$ cat src/design/qbal_pkg.sv
`timescale 1ns / 1ps
`default_nettype none
// ----------------------------------------------------------------------------
// qbal_pkg
// Shared types and constants for the quadratic Bezier evaluator with
// chord-sum arc length.
// ----------------------------------------------------------------------------
package qbal_pkg;

    localparam int COORD_BITS = 16;
    localparam int T_BITS     = 17;
    localparam int DIST_BITS  = 18;
    localparam int LEN_BITS   = 18;
    localparam int QUOT_BITS  = 18;

    localparam logic [T_BITS-1:0]    T_ONE   = T_BITS'(65536);
    localparam logic [LEN_BITS-1:0]  LEN_MAX = '1;
    localparam logic [QUOT_BITS-1:0] QUOT_MAX = '1;

    // exact blend sum: coordinate times 2^32 plus headroom for the increments
    localparam int ACC_BITS  = COORD_BITS + 36;
    localparam int SQ_STEPS  = COORD_BITS + 1;
    localparam int SQ_VBITS  = 2 * SQ_STEPS;
    localparam int SQ_RBITS  = SQ_STEPS + 3;
    localparam int SUM_BITS  = (COORD_BITS + 2 > LEN_BITS + 1) ? COORD_BITS + 2 : LEN_BITS + 1;
    localparam int DIV_LAT   = QUOT_BITS + 1;

    typedef struct packed {
        logic signed [COORD_BITS-1:0] start_x;
        logic signed [COORD_BITS-1:0] start_y;
        logic signed [COORD_BITS-1:0] mid_x;
        logic signed [COORD_BITS-1:0] mid_y;
        logic signed [COORD_BITS-1:0] end_x;
        logic signed [COORD_BITS-1:0] end_y;
        logic        [T_BITS-1:0]     param_t;
        logic        [DIST_BITS-1:0]  travelled;
    } item_t;

    typedef struct packed {
        logic signed [COORD_BITS-1:0] point_x;
        logic signed [COORD_BITS-1:0] point_y;
        logic        [LEN_BITS-1:0]   curve_length;
        logic        [QUOT_BITS-1:0]  t_at_distance;
        logic                         length_zero;
    } result_t;

    typedef struct packed {
        logic signed [COORD_BITS:0]   ax;
        logic signed [COORD_BITS+1:0] bx;
        logic signed [COORD_BITS:0]   ay;
        logic signed [COORD_BITS+1:0] by;
        logic signed [ACC_BITS-1:0]   sx;
        logic signed [ACC_BITS-1:0]   sy;
    } curve_t;

endpackage

`default_nettype wire

$ cat src/design/qbal_cell.sv
`timescale 1ns / 1ps
`default_nettype none
// ----------------------------------------------------------------------------
// qbal_cell
// One sample of the chord chain: steps the blend sum to the next sample
// parameter, takes the chord to the previous sample through a pipelined
// square root and adds it to the running length.
// ----------------------------------------------------------------------------
module qbal_cell #(
    parameter int K        = 1,
    parameter int SEGMENTS = 50
) (
    input  wire logic                            clk,
    input  wire logic                            en,
    input  wire qbal_pkg::curve_t                cur_in,
    input  wire logic [qbal_pkg::LEN_BITS-1:0]   sum_in,
    output qbal_pkg::curve_t                     cur_out,
    output logic [qbal_pkg::LEN_BITS-1:0]        sum_out
);
    import qbal_pkg::*;

    localparam longint TK  = (longint'(K) * 64'sd65536) / SEGMENTS;
    localparam longint TP  = (longint'(K - 1) * 64'sd65536) / SEGMENTS;
    localparam longint DT  = TK - TP;
    localparam longint DSQ = TK * TK - TP * TP;

    localparam logic signed [17:0] DT_C  = 18'(DT);
    localparam logic signed [33:0] DSQ_C = 34'(DSQ);

    curve_t                  cur_reg;
    logic [COORD_BITS-1:0]   prev_x_reg, prev_y_reg;
    logic [SQ_VBITS-1:0]     vsq_reg;
    logic [SQ_RBITS-1:0]     rem_reg  [SQ_STEPS];
    logic [SQ_STEPS-1:0]     root_reg [SQ_STEPS];
    logic [SQ_VBITS-1:0]     val_reg  [SQ_STEPS];
    logic [LEN_BITS-1:0]     sum_reg;

    logic signed [COORD_BITS+18:0] pax, pay;
    logic signed [ACC_BITS-1:0]    pbx, pby;
    curve_t                        cur_next;
    logic [COORD_BITS-1:0]         px, py, dx, dy;
    logic [SQ_VBITS-1:0]           vsq_next;
    logic [SUM_BITS-1:0]           sum_wide;
    logic [LEN_BITS-1:0]           sum_next;

    always_comb
    begin
        pax = cur_in.ax * DT_C;
        pay = cur_in.ay * DT_C;
        pbx = ACC_BITS'(cur_in.bx) * ACC_BITS'(DSQ_C);
        pby = ACC_BITS'(cur_in.by) * ACC_BITS'(DSQ_C);
        cur_next    = cur_in;
        cur_next.sx = cur_in.sx + (ACC_BITS'(pax) <<< 17) + pbx;
        cur_next.sy = cur_in.sy + (ACC_BITS'(pay) <<< 17) + pby;
    end

    always_comb
    begin
        px = cur_reg.sx[COORD_BITS+31:32];
        py = cur_reg.sy[COORD_BITS+31:32];
        dx = (px > prev_x_reg) ? px - prev_x_reg : prev_x_reg - px;
        dy = (py > prev_y_reg) ? py - prev_y_reg : prev_y_reg - py;
        vsq_next = SQ_VBITS'(dx * dx) + SQ_VBITS'(dy * dy);
    end

    always_ff @(posedge clk)
    begin
        if (en)
        begin
            cur_reg    <= cur_next;
            prev_x_reg <= cur_in.sx[COORD_BITS+31:32];
            prev_y_reg <= cur_in.sy[COORD_BITS+31:32];
            vsq_reg    <= vsq_next;
        end
    end

    for (genvar i = 0; i < SQ_STEPS; i++)
    begin : g_sqrt
        logic [SQ_RBITS-1:0] rem_prev, rem2, trial, rem_next;
        logic [SQ_STEPS-1:0] root_prev, root_next;
        logic [SQ_VBITS-1:0] val_prev;
        logic                ge;

        if (i == 0)
        begin : g_first
            assign rem_prev  = '0;
            assign root_prev = '0;
            assign val_prev  = vsq_reg;
        end
        else
        begin : g_rest
            assign rem_prev  = rem_reg[i-1];
            assign root_prev = root_reg[i-1];
            assign val_prev  = val_reg[i-1];
        end

        always_comb
        begin
            rem2      = {rem_prev[SQ_RBITS-3:0], val_prev[SQ_VBITS-1:SQ_VBITS-2]};
            trial     = SQ_RBITS'({root_prev, 2'b01});
            ge        = (rem2 >= trial);
            rem_next  = ge ? rem2 - trial : rem2;
            root_next = {root_prev[SQ_STEPS-2:0], ge};
        end

        always_ff @(posedge clk)
        begin
            if (en)
            begin
                rem_reg[i]  <= rem_next;
                root_reg[i] <= root_next;
                val_reg[i]  <= val_prev << 2;
            end
        end
    end

    always_comb
    begin
        sum_wide = SUM_BITS'(sum_in) + SUM_BITS'(root_reg[SQ_STEPS-1]);
        sum_next = (sum_wide > SUM_BITS'(LEN_MAX)) ? LEN_MAX : sum_wide[LEN_BITS-1:0];
    end

    always_ff @(posedge clk)
    begin
        if (en)
        begin
            sum_reg <= sum_next;
        end
    end

    assign cur_out = cur_reg;
    assign sum_out = sum_reg;

endmodule

`default_nettype wire

$ cat config.mk
export PLATFORM = sky130hd
export DESIGN_NAME = qbal_cell
export DESIGN_NICKNAME = d
export VERILOG_FILES = /design/src/design/qbal_pkg.sv /design/src/design/qbal_cell.sv
export SDC_FILE = /design/constraint.sdc
export NUM_CORES = 2
export LEC_CHECK = 0
export BUFFER_PORTS_ARGS = -buffer_cell sky130_fd_sc_hd__buf_4
export CORE_ASPECT_RATIO = 1.75
export CORE_MARGIN = 2
export CORE_UTILIZATION = 50
export DETAILED_ROUTE_END_ITERATION = 8
export GPL_ROUTABILITY_DRIVEN = 0
export PLACE_DENSITY = 0.69
export SLEW_MARGIN = 20
export SYNTH_ARGS = -nofsm -noshare
export SYNTH_HDL_FRONTEND = slang
export SYNTH_SLANG_ARGS = --single-unit
$ cat constraint.sdc
create_clock -name clk -period 24.5 [get_ports clk]
set_clock_uncertainty 0.05 [all_clocks]
set_input_delay 2.45 -clock clk [delete_from_list [all_inputs] [get_ports clk]]
set_output_delay 2.45 -clock clk [all_outputs]
set_load 0.01 [all_outputs]
==> metrics.txt <==
critical path type=flop to flop; Hold Path End=val_reg[0][187]; via/cell ratio=5.40; port bufs=385; Seq. cell area=28,300 um^2; crit path launch=cur_out[94]; post-layout worst setup margin=12,690 ps; most frequent cell after synthesis=inv_1; Critical Path AT=12,200 ps; Critical Path RT=24,900 ps; Post-CTS Setup Inserts=0; R2R Setup Slk=12,690 ps; fin crit period=11,810 ps; HPWL Detailed=147 mm; Hold/Removal Path Class=flop to flop; hold path depth=0; Reg2Reg Depth=36; Vias=54,755; Die W=311 um; clock root cell=clkbuf_16; Initial DRT Pass Iterations=8; CTS tree=built; Yosys cell types=97; HP Start=val_reg[0][153]; ys async rst share=0; initial antenna violation count=7; Detailed Route Iter0 Violations=2,637; post-synth top area share=0.344; worst slack at placement=12,830 ps; Antenna Violating Nets Remaining=0; Final Hold Viols=0; Placeable Area=164,000 um^2; top cells by area, synth=edfxtp_1, fa_1, ha_1; CTS sink cnt=944; Highest Signal Layer=met4; count of final setup violators=0; CP max stage delay=970 ps; Initial Util=0.502; Filler Cell Count=14,034; Reg clk slew, reported paths=60 ps; GRT Total Usage=0.215; area of the multi-input gates=48,300 um^2; Ports=386; Tcrit/Tclk final=0.482; DR WL met3=7.38 mm; buffer depth of the longest clock path=3; Placement Rows=197; WL met2=100 mm; Slew HR=0.247; crit path capture type=flop; Post-Syn Instances=7,462; area leader, netlist=edfxtp_1; max-capacitance violation count=0; number of enable flip-flop cells after synthesis=944; clk_lat worst skew=730 ps; number of global-route vias before repair=59,135; Syn. warnings=0; status=complete, no violations; mapped cell area=82,400 um^2; pin count of the biggest net entering global routing=204; reg2reg start=cur_out[94]; CTS buffer count=92; CP max FO=23; synthesized area per cell=11.0 um^2; WL/cell=17.7 um; Die ar.=168,000 um^2; die height=541 um; CP most frequent cell=fa_1; end of the worst register-to-register path=g_sqrt[0].val_prev[32]; P&R area growth vs syn=10.4%; #FFs+latches synth=944; CP max stage cell=o21ba_1; Final #Nets=9,920; CP top delay family=adder cells; Largest register FFs=272; Post-synth top flop=edfxtp_1; Worst Path Buf+Inv=6; fin area=90,900 um^2; CTS H-tree depth=3; layout cells sized above 1=0.0851; Fmax achieved=84.7 MHz; CP Launch Type=flop; final WL=179 mm; hold buffers post-CTS=0; post-synth net total=9,506; first-pass GRT wire length=291 mm; Worst Max-Slew Pin Slew=1130 ps; Post-synth top cells=inv_1, ha_1, edfxtp_1, fa_1, nor2_1; grt total ovfl=0; RSZ-0062 raised after global routing=false; placed cell area=87,900 um^2; setup TNS=0 ps; drc violations=0; CTS resizes=0; final core occ=0.554; wl on met1=62.0 mm; Seq/Total Area, Yosys=0.344; Slew Limit Fails=0
worst register-to-register path: cells and delay by family, from the launching register on:
| kind | cells | cell delay (ps) |
|---|---|---|
| adders and majority gates | 10 | 4720 |
| AOI/OAI and AO/OA | 15 | 3880 |
| xor gates and xnor gates | 2 | 890 |
| buffers and inverters | 6 | 720 |
| and+or+nand+nor | 2 | 550 |
| DFF | 1 | 380 |
| muxes | 1 | 360 |
logic make-up (layout without fill, tap and decap cells):
kind of cell | count (synthesis) | after routing | synth area share
AOI/OAI and AO/OA | 1210 | 1210 | 0.0940
xor gates and xnor gates | 459 | 459 | 0.0501
adders and majority gates | 1850 | 1850 | 0.352
buffers and inverters | 1524 | 2005 | 0.0706
DFF | 944 | 944 | 0.344
muxes | 44 | 44 | 0.00571
other | 1 | 8 | 0.0000455
and+or+nand+nor | 1430 | 1430 | 0.0829
layer usage:
metal / global-route usage / vias to the layer above
li1: - / 25947
met1: 0.218 / 27134
met2: 0.422 / 1209
met3: 0.0287 / 465
met4: 0.112 / 0
met5: 0 / -
worst max-delay path by stage:
| stage | endpoint | slack (ps) | depth (start not counted) |
|---|---|---|---|
| 2_1_floorplan | cur_out[49] | 13610 | 32 |
| 3_3_place_gp | cur_out[49] | 12970 | 33 |
| 3_5_place_dp | g_sqrt[0].val_prev[32] | 12830 | 36 |
| 4_1_cts | g_sqrt[0].val_prev[32] | 12750 | 36 |
| 5_1_grt | g_sqrt[0].val_prev[32] | 11980 | 36 |
| 6_report | g_sqrt[0].val_prev[32] | 12690 | 36 |
through the flow:
step	instances	hold WS [ps]
floorplan	7462	350
global placement	9971	350
detailed placement	9971	355
CTS	10132	346
global route	10139	354
finish	10139	328
final cells by class:
| cell class | count | area share |
|---|---|---|
| Multi-Input combinational cell | 4994 | 0.531 |
| Sequential cell | 944 | 0.312 |
| Inverter | 1424 | 0.0588 |
| Timing Repair Buffer | 420 | 0.0350 |
| Tap cell | 2189 | 0.0301 |
| Clock buffer | 105 | 0.0259 |
| Clock inverter | 56 | 0.00677 |
| Antenna cell | 7 | 0.000193 |
layout by cell type, fill, tap and decap left out, types with 110 or more instances in the layout:
master and count:
nor2_1 447, nand2b_1 110, ha_1 1066, inv_1 1413
a21o_1 180, buf_4 417, xor2_1 155, o21ai_0 221
edfxtp_1 944, xnor2_1 285, nand2_1 356, fa_1 784
a21oi_1 386
Power is left out: the tool's default activity adds up to more than one toggle a clock period on the data nets, which glitch-free logic cannot reach.
