## config.mk

```make
export PLATFORM = sky130hd
export DESIGN_NAME = qbal_div
export DESIGN_NICKNAME = d
export VERILOG_FILES = /design/src/design/qbal_pkg.sv /design/src/design/qbal_div.sv
export SDC_FILE = /design/constraint.sdc
export NUM_CORES = 1
export LEC_CHECK = 0
export BUFFER_PORTS_ARGS = -buffer_cell sky130_fd_sc_hd__buf_2
export CAP_MARGIN = 20
export CORE_MARGIN = 4
export CORE_UTILIZATION = 30
export CTS_BUF_LIST = sky130_fd_sc_hd__clkbuf_4 sky130_fd_sc_hd__clkbuf_8
export CTS_CLUSTER_SIZE = 25
export DETAILED_ROUTE_END_ITERATION = 7
export SLEW_MARGIN = 20
export SYNTH_ARGS = -nofsm -noshare
export SYNTH_HDL_FRONTEND = slang
export SYNTH_SLANG_ARGS = --single-unit
```

## constraint.sdc

```tcl
create_clock -name clk -period 5.07 [get_ports clk]
set_input_delay 0.2535 -clock clk [delete_from_list [all_inputs] [get_ports clk]]
set_output_delay 0.2535 -clock clk [all_outputs]
set_load 0.005 [all_outputs]
```

## src/design/qbal_pkg.sv

```systemverilog
`timescale 1ns / 1ps
`default_nettype none
// ----------------------------------------------------------------------------
// qbal_pkg
// Shared types and constants for the quadratic Bezier evaluator with
// chord-sum arc length.
// ----------------------------------------------------------------------------
package qbal_pkg;

    localparam int COORD_BITS = 16;
    localparam int T_BITS     = 17;
    localparam int DIST_BITS  = 18;
    localparam int LEN_BITS   = 18;
    localparam int QUOT_BITS  = 18;

    localparam logic [T_BITS-1:0]    T_ONE   = T_BITS'(65536);
    localparam logic [LEN_BITS-1:0]  LEN_MAX = '1;
    localparam logic [QUOT_BITS-1:0] QUOT_MAX = '1;

    // exact blend sum: coordinate times 2^32 plus headroom for the increments
    localparam int ACC_BITS  = COORD_BITS + 36;
    localparam int SQ_STEPS  = COORD_BITS + 1;
    localparam int SQ_VBITS  = 2 * SQ_STEPS;
    localparam int SQ_RBITS  = SQ_STEPS + 3;
    localparam int SUM_BITS  = (COORD_BITS + 2 > LEN_BITS + 1) ? COORD_BITS + 2 : LEN_BITS + 1;
    localparam int DIV_LAT   = QUOT_BITS + 1;

    typedef struct packed {
        logic signed [COORD_BITS-1:0] start_x;
        logic signed [COORD_BITS-1:0] start_y;
        logic signed [COORD_BITS-1:0] mid_x;
        logic signed [COORD_BITS-1:0] mid_y;
        logic signed [COORD_BITS-1:0] end_x;
        logic signed [COORD_BITS-1:0] end_y;
        logic        [T_BITS-1:0]     param_t;
        logic        [DIST_BITS-1:0]  travelled;
    } item_t;

    typedef struct packed {
        logic signed [COORD_BITS-1:0] point_x;
        logic signed [COORD_BITS-1:0] point_y;
        logic        [LEN_BITS-1:0]   curve_length;
        logic        [QUOT_BITS-1:0]  t_at_distance;
        logic                         length_zero;
    } result_t;

    typedef struct packed {
        logic signed [COORD_BITS:0]   ax;
        logic signed [COORD_BITS+1:0] bx;
        logic signed [COORD_BITS:0]   ay;
        logic signed [COORD_BITS+1:0] by;
        logic signed [ACC_BITS-1:0]   sx;
        logic signed [ACC_BITS-1:0]   sy;
    } curve_t;

endpackage

`default_nettype wire

```

## src/design/qbal_div.sv

```systemverilog
`timescale 1ns / 1ps
`default_nettype none
// ----------------------------------------------------------------------------
// qbal_div
// Pipelined restoring divider: travelled * 2^16 / length, one quotient bit
// per stage, with saturation and the zero-length case.
// ----------------------------------------------------------------------------
module qbal_div (
    input  wire logic                             clk,
    input  wire logic                             en,
    input  wire logic [qbal_pkg::LEN_BITS-1:0]    len,
    input  wire logic [qbal_pkg::DIST_BITS-1:0]   travel,
    output logic [qbal_pkg::QUOT_BITS-1:0]        quot,
    output logic [qbal_pkg::LEN_BITS-1:0]         len_out,
    output logic                                  zero_out
);
    import qbal_pkg::*;

    localparam int RW = LEN_BITS + 1;

    logic [LEN_BITS-1:0]  len_reg  [DIV_LAT];
    logic                 zero_reg [DIV_LAT];
    logic                 sat_reg  [DIV_LAT];
    logic [1:0]           low_reg  [DIV_LAT];
    logic [RW-1:0]        rem_reg  [DIV_LAT];
    logic [QUOT_BITS-1:0] q_reg    [DIV_LAT];

    always_ff @(posedge clk)
    begin
        if (en)
        begin
            len_reg[0]  <= len;
            zero_reg[0] <= (len == '0);
            sat_reg[0]  <= ({2'b00, travel} >= {len, 2'b00});
            low_reg[0]  <= travel[1:0];
            rem_reg[0]  <= RW'(travel[DIST_BITS-1:2]);
            q_reg[0]    <= '0;
        end
    end

    for (genvar j = 1; j < DIV_LAT; j++)
    begin : g_step
        logic          bit_in, ge;
        logic [RW:0]   rem2;
        logic [RW-1:0] rem_next;

        always_comb
        begin
            bit_in   = (j == 1) ? low_reg[j-1][1] : ((j == 2) ? low_reg[j-1][0] : 1'b0);
            rem2     = {rem_reg[j-1], bit_in};
            ge       = (rem2 >= (RW+1)'(len_reg[j-1]));
            rem_next = ge ? RW'(rem2 - (RW+1)'(len_reg[j-1])) : RW'(rem2);
        end

        always_ff @(posedge clk)
        begin
            if (en)
            begin
                len_reg[j]  <= len_reg[j-1];
                zero_reg[j] <= zero_reg[j-1];
                sat_reg[j]  <= sat_reg[j-1];
                low_reg[j]  <= low_reg[j-1];
                rem_reg[j]  <= rem_next;
                q_reg[j]    <= {q_reg[j-1][QUOT_BITS-2:0], ge};
            end
        end
    end

    always_comb
    begin
        if (zero_reg[DIV_LAT-1])
            quot = '0;
        else if (sat_reg[DIV_LAT-1])
            quot = QUOT_MAX;
        else
            quot = q_reg[DIV_LAT-1];
        len_out  = len_reg[DIV_LAT-1];
        zero_out = zero_reg[DIV_LAT-1];
    end

endmodule

`default_nettype wire

```

==> results.md <==
- Status: completed
- Die area: roughly 160000 um2
- Slowest CP cell: or2_1
- Post-synth EDFFs: between 800 and 900
- Filler instances: ~15k
- Antenna violations before repair: 1
- Port bufs: 74
- Seq cells post-synth: 893
- Clk buf depth: 3
- Pin count of the biggest net entering global routing: around 130
- Final setup skew: roughly 0.043 ns
- Worst Path Required: between 5 and 6 ns
- Wire per inst: ~15 um
- Vias: just under 30k
- Top FF cell, synth: edfxtp_1
- Critical path cell sequence: fa_1, a21o_1, a21oi_2, o21bai_1, a2111oi_2, or2_1, o2111a_2, or2_1, mux2_2
- Pwr dens: between 500 and 600 nW/um2
- RSZ-0062 raised after global routing: false
- Final period util: around 74%
- Worst Path Max Fanout: 19
- Slowest stage delay, CP: ~0.60 ns
- Layout cell share with drive strength beyond 1: a little under an eighth
- # Max-Cap Violations: 0
- Initial Util: 30.1%
- Root Buffer: clkbuf_8
- Yosys warnings: 0
- Area added between synthesis and finish: 13.4%
- WHS Path Cells: 2
- Mapped Area: about 47000 um2
- Post-CTS setup buffer count: 0
- Count of pins over their slew limit: 0
- Die H: between 400 and 500 um
- P_leak: about 21 nW
- Met1 Use GR: between 10% and 20%
- Hold-critical path endpoint: rem_reg[0][10]$_DFFE_PP_
- Global-route wire length before repair: roughly 150 mm
- DR DRC count: 0
- Placer Congestion: 0.861
- Worst setup EP type: flip-flop
- Max VDD drop: around 0.25 mV
- CTS resizes: 0
- CTS tree: built
- Num CTS Buffers: about 150
- Iter 0 DRT Violations: approximately 2.0k
- Max reg flops: around 340
- H-tree levels: 4
- Synthesized Nets: between 4k and 5k
- Post-DP HPWL: ~68 mm
- GRT busiest layer: met2
- Core area: 156000 um2
- CP dominant cell by count: or2_1
- Global Route Usage Sum: 11.5%
- Grt total ovfl: 0
- Ys async rst share: 0%
- Row count: between 100 and 150
- Mapped Cells: 3890
- Number of global-route vias before repair: around 30k
- Final Critical Period: 3.73 ns
- Final ANT Viol Nets: 0
- Clock latency on the worst-skew pair: ~0.84 ns
- RR Endpoint: rem_reg[17][10]$_DFFE_PP_
- Final Hold Viols: 0
- Achievable Freq: between 200 and 300 MHz
- Arr. time, crit path: about 4.3 ns
- Clk slew on worst S/H paths: 0.06 ns
- # IOs: 75
- Final wirelength: 94.5 mm
- Hold_buf cts: 37
- Netlist cell types: around 90
- Least-Margin Pin Slew: between 1 and 1.5 ns
- Fin nets: between 4k and 5k
- Worst relative slew slack: between 30% and 40%
- R2r startpoint: rem_reg[16][0]$_SDFFCE_PN0P_
- CP Launch Type: flip-flop
- Final setup vio count: 0
- Met2 usage: 19.6%
- CTS Sinks: just under 900
- Setup TNS: 0 ns
- Grt met3 use: ~2.3%
- Total power: 30.7 mW
- FF-to-FF path depth: 9
- Hold Path Class: primary input to flip-flop
- Initial DRT Pass Iterations: 5
- Seq/Total Area, Yosys: between 50% and 60%
- Die X: 404 um
- Crit path kind: flip-flop to flip-flop
- Hold_sp: travel[12]
- Via-per-instance ratio: 4.74
- Flop2flop setup slack: approximately 1.3 ns
- Mean area per synthesized cell: 12.1 um2
==> logic make-up after synthesis <==
kind of cell | synth area share (%)
AOI/OAI and AO/OA | 12.7
DFF | 57.0
and+or+nand+nor | 8.85
buffers and inverters | 4.15
adders and majority gates | 9.72
xor gates and xnor gates | 4.27
muxes | 3.30
==> layout make-up <==
type	count	area [um2]	area share, %
multi-input cells	2501	18300	34.3
inverters	430	1610	3.03
flip-flops and latches	893	26800	50.3
diodes	3	7.51	0.0141
well taps	2058	2570	4.83
repair buffers	136	1030	1.93
clock buffers	184	2310	4.33
clock inverters	83	702	1.32
==> worst max-delay path: cells and delay by family (launching register included) <==
| family | cells | cell delay [ns] |
|---|---|---|
| adder cells (fa/ha/maj) | 1 | 0.49 |
| AO/OA/AOI/OAI | 5 | 1.30 |
| flip-flops | 1 | 0.44 |
| multiplexers | 1 | 0.42 |
| AND/OR/NAND/NOR | 2 | 0.83 |
==> cell usage in the layout, fill, tap and decap left out, types with 18 or more instances in the layout <==
cell | netlist | routed
o21ai_0 | 200 | 199
o21a_1 | 48 | 48
edfxtp_1 | 893 | 893
o31ai_1 | 36 | 36
xnor2_1 | 143 | 143
inv_1 | 427 | 427
mux2_2 | 91 | 91
clkbuf_4 | 0 | 36
o21bai_1 | 30 | 30
clkinv_1 | 0 | 33
nor2b_1 | 36 | 36
xor2_1 | 86 | 86
a21boi_0 | 19 | 19
clkbuf_8 | 0 | 148
nand4_1 | 42 | 42
a211oi_1 | 22 | 21
or3_1 | 19 | 19
and2_1 | 18 | 18
mux2i_1 | 18 | 18
a31oi_1 | 47 | 47
nand3_1 | 60 | 60
buf_2 | 15 | 73
and3_1 | 38 | 38
nand2b_1 | 40 | 40
dlygate4sd3_1 | 0 | 37
nor2_1 | 249 | 249
clkinv_2 | 0 | 22
a21oi_1 | 251 | 251
ha_1 | 338 | 338
nand2_1 | 232 | 232
a21o_1 | 127 | 127
nor3_1 | 66 | 66
==> per-stage QoR <==
step	setup slack, ns	util [%]	instance area, um2	instances	hold WS, ns
global route	1.12	34.2	53300	6286	0.0545
finish	1.34	34.2	53300	6288	0.135
CTS	1.30	34.2	53300	6284	0.00653
floorplan	1.94	-	47000	3890	0.352
detailed placement	1.32	32.0	49900	5980	0.405
global placement	1.39	32.0	49900	5980	0.400
==> how the worst max path moves through the flow <==
stage | start | end | cells after the start
2_1_floorplan | rem_reg[16][0]$_SDFFCE_PN0P_ | rem_reg[17][13]$_DFFE_PP_ | 11
3_3_place_gp | rem_reg[16][0]$_SDFFCE_PN0P_ | rem_reg[17][1]$_DFFE_PP_ | 9
3_5_place_dp | rem_reg[16][0]$_SDFFCE_PN0P_ | rem_reg[17][10]$_DFFE_PP_ | 9
4_1_cts | len_reg[7][0]$_DFFE_PP_ | rem_reg[8][8]$_DFFE_PP_ | 10
5_1_grt | len_reg[7][0]$_DFFE_PP_ | rem_reg[8][8]$_DFFE_PP_ | 10
6_report | rem_reg[16][0]$_SDFFCE_PN0P_ | rem_reg[17][10]$_DFFE_PP_ | 9
==> layer usage <==
metal / up-vias / part of all wire (%) / wire (um)
li1: 14800 / - / -
met1: 14200 / 44 / 41200
met2: 629 / 49 / 46300
met3: 204 / 4.6 / 4310
met4: 0 / 2.9 / 2750
met5: - / 0 / 0
==> cell usage after synthesis (9+ instances only) <==
| master | count | share of area [%] |
|---|---|---|
| edfxtp_1 | 893 | 57 |
| inv_1 | 427 | 3.4 |
| ha_1 | 338 | 9.0 |
| a21oi_1 | 251 | 2.7 |
| nor2_1 | 249 | 2.0 |
| nand2_1 | 232 | 1.9 |
| o21ai_0 | 200 | 2.1 |
| xnor2_1 | 143 | 2.7 |
| a21o_1 | 127 | 2.0 |
| mux2_2 | 91 | 2.2 |
| xor2_1 | 86 | 1.6 |
| nor3_1 | 66 | 0.70 |
| nand3_1 | 60 | 0.64 |
| o21a_1 | 48 | 0.77 |
| a31oi_1 | 47 | 0.63 |
| nand4_1 | 42 | 0.56 |
| nand2b_1 | 40 | 0.53 |
| and3_1 | 38 | 0.51 |
| clkbuf_1 | 36 | 0.29 |
| nor2b_1 | 36 | 0.48 |
| o31ai_1 | 36 | 0.57 |
| o21bai_1 | 30 | 0.48 |
| a211oi_1 | 22 | 0.35 |
| a21boi_0 | 19 | 0.30 |
| or3_1 | 19 | 0.25 |
| and2_1 | 18 | 0.24 |
| mux2i_1 | 18 | 0.38 |
| fa_1 | 17 | 0.72 |
| mux2_4 | 17 | 0.54 |
| buf_2 | 15 | 0.16 |
| or2_2 | 15 | 0.20 |
| o21ai_1 | 13 | 0.14 |
| and4_1 | 12 | 0.22 |
| o211ai_1 | 12 | 0.19 |
| o31a_1 | 12 | 0.22 |
| a31o_2 | 10 | 0.19 |
| a221o_1 | 9 | 0.19 |
| o2111ai_1 | 9 | 0.17 |
==> power by group <==
group / internal (mW) / switching (mW)
logic: 5.65 / 6.87
registers: 10.7 / 0.964
clock network: 3.54 / 2.96
(Power assumes the default switching activity.)
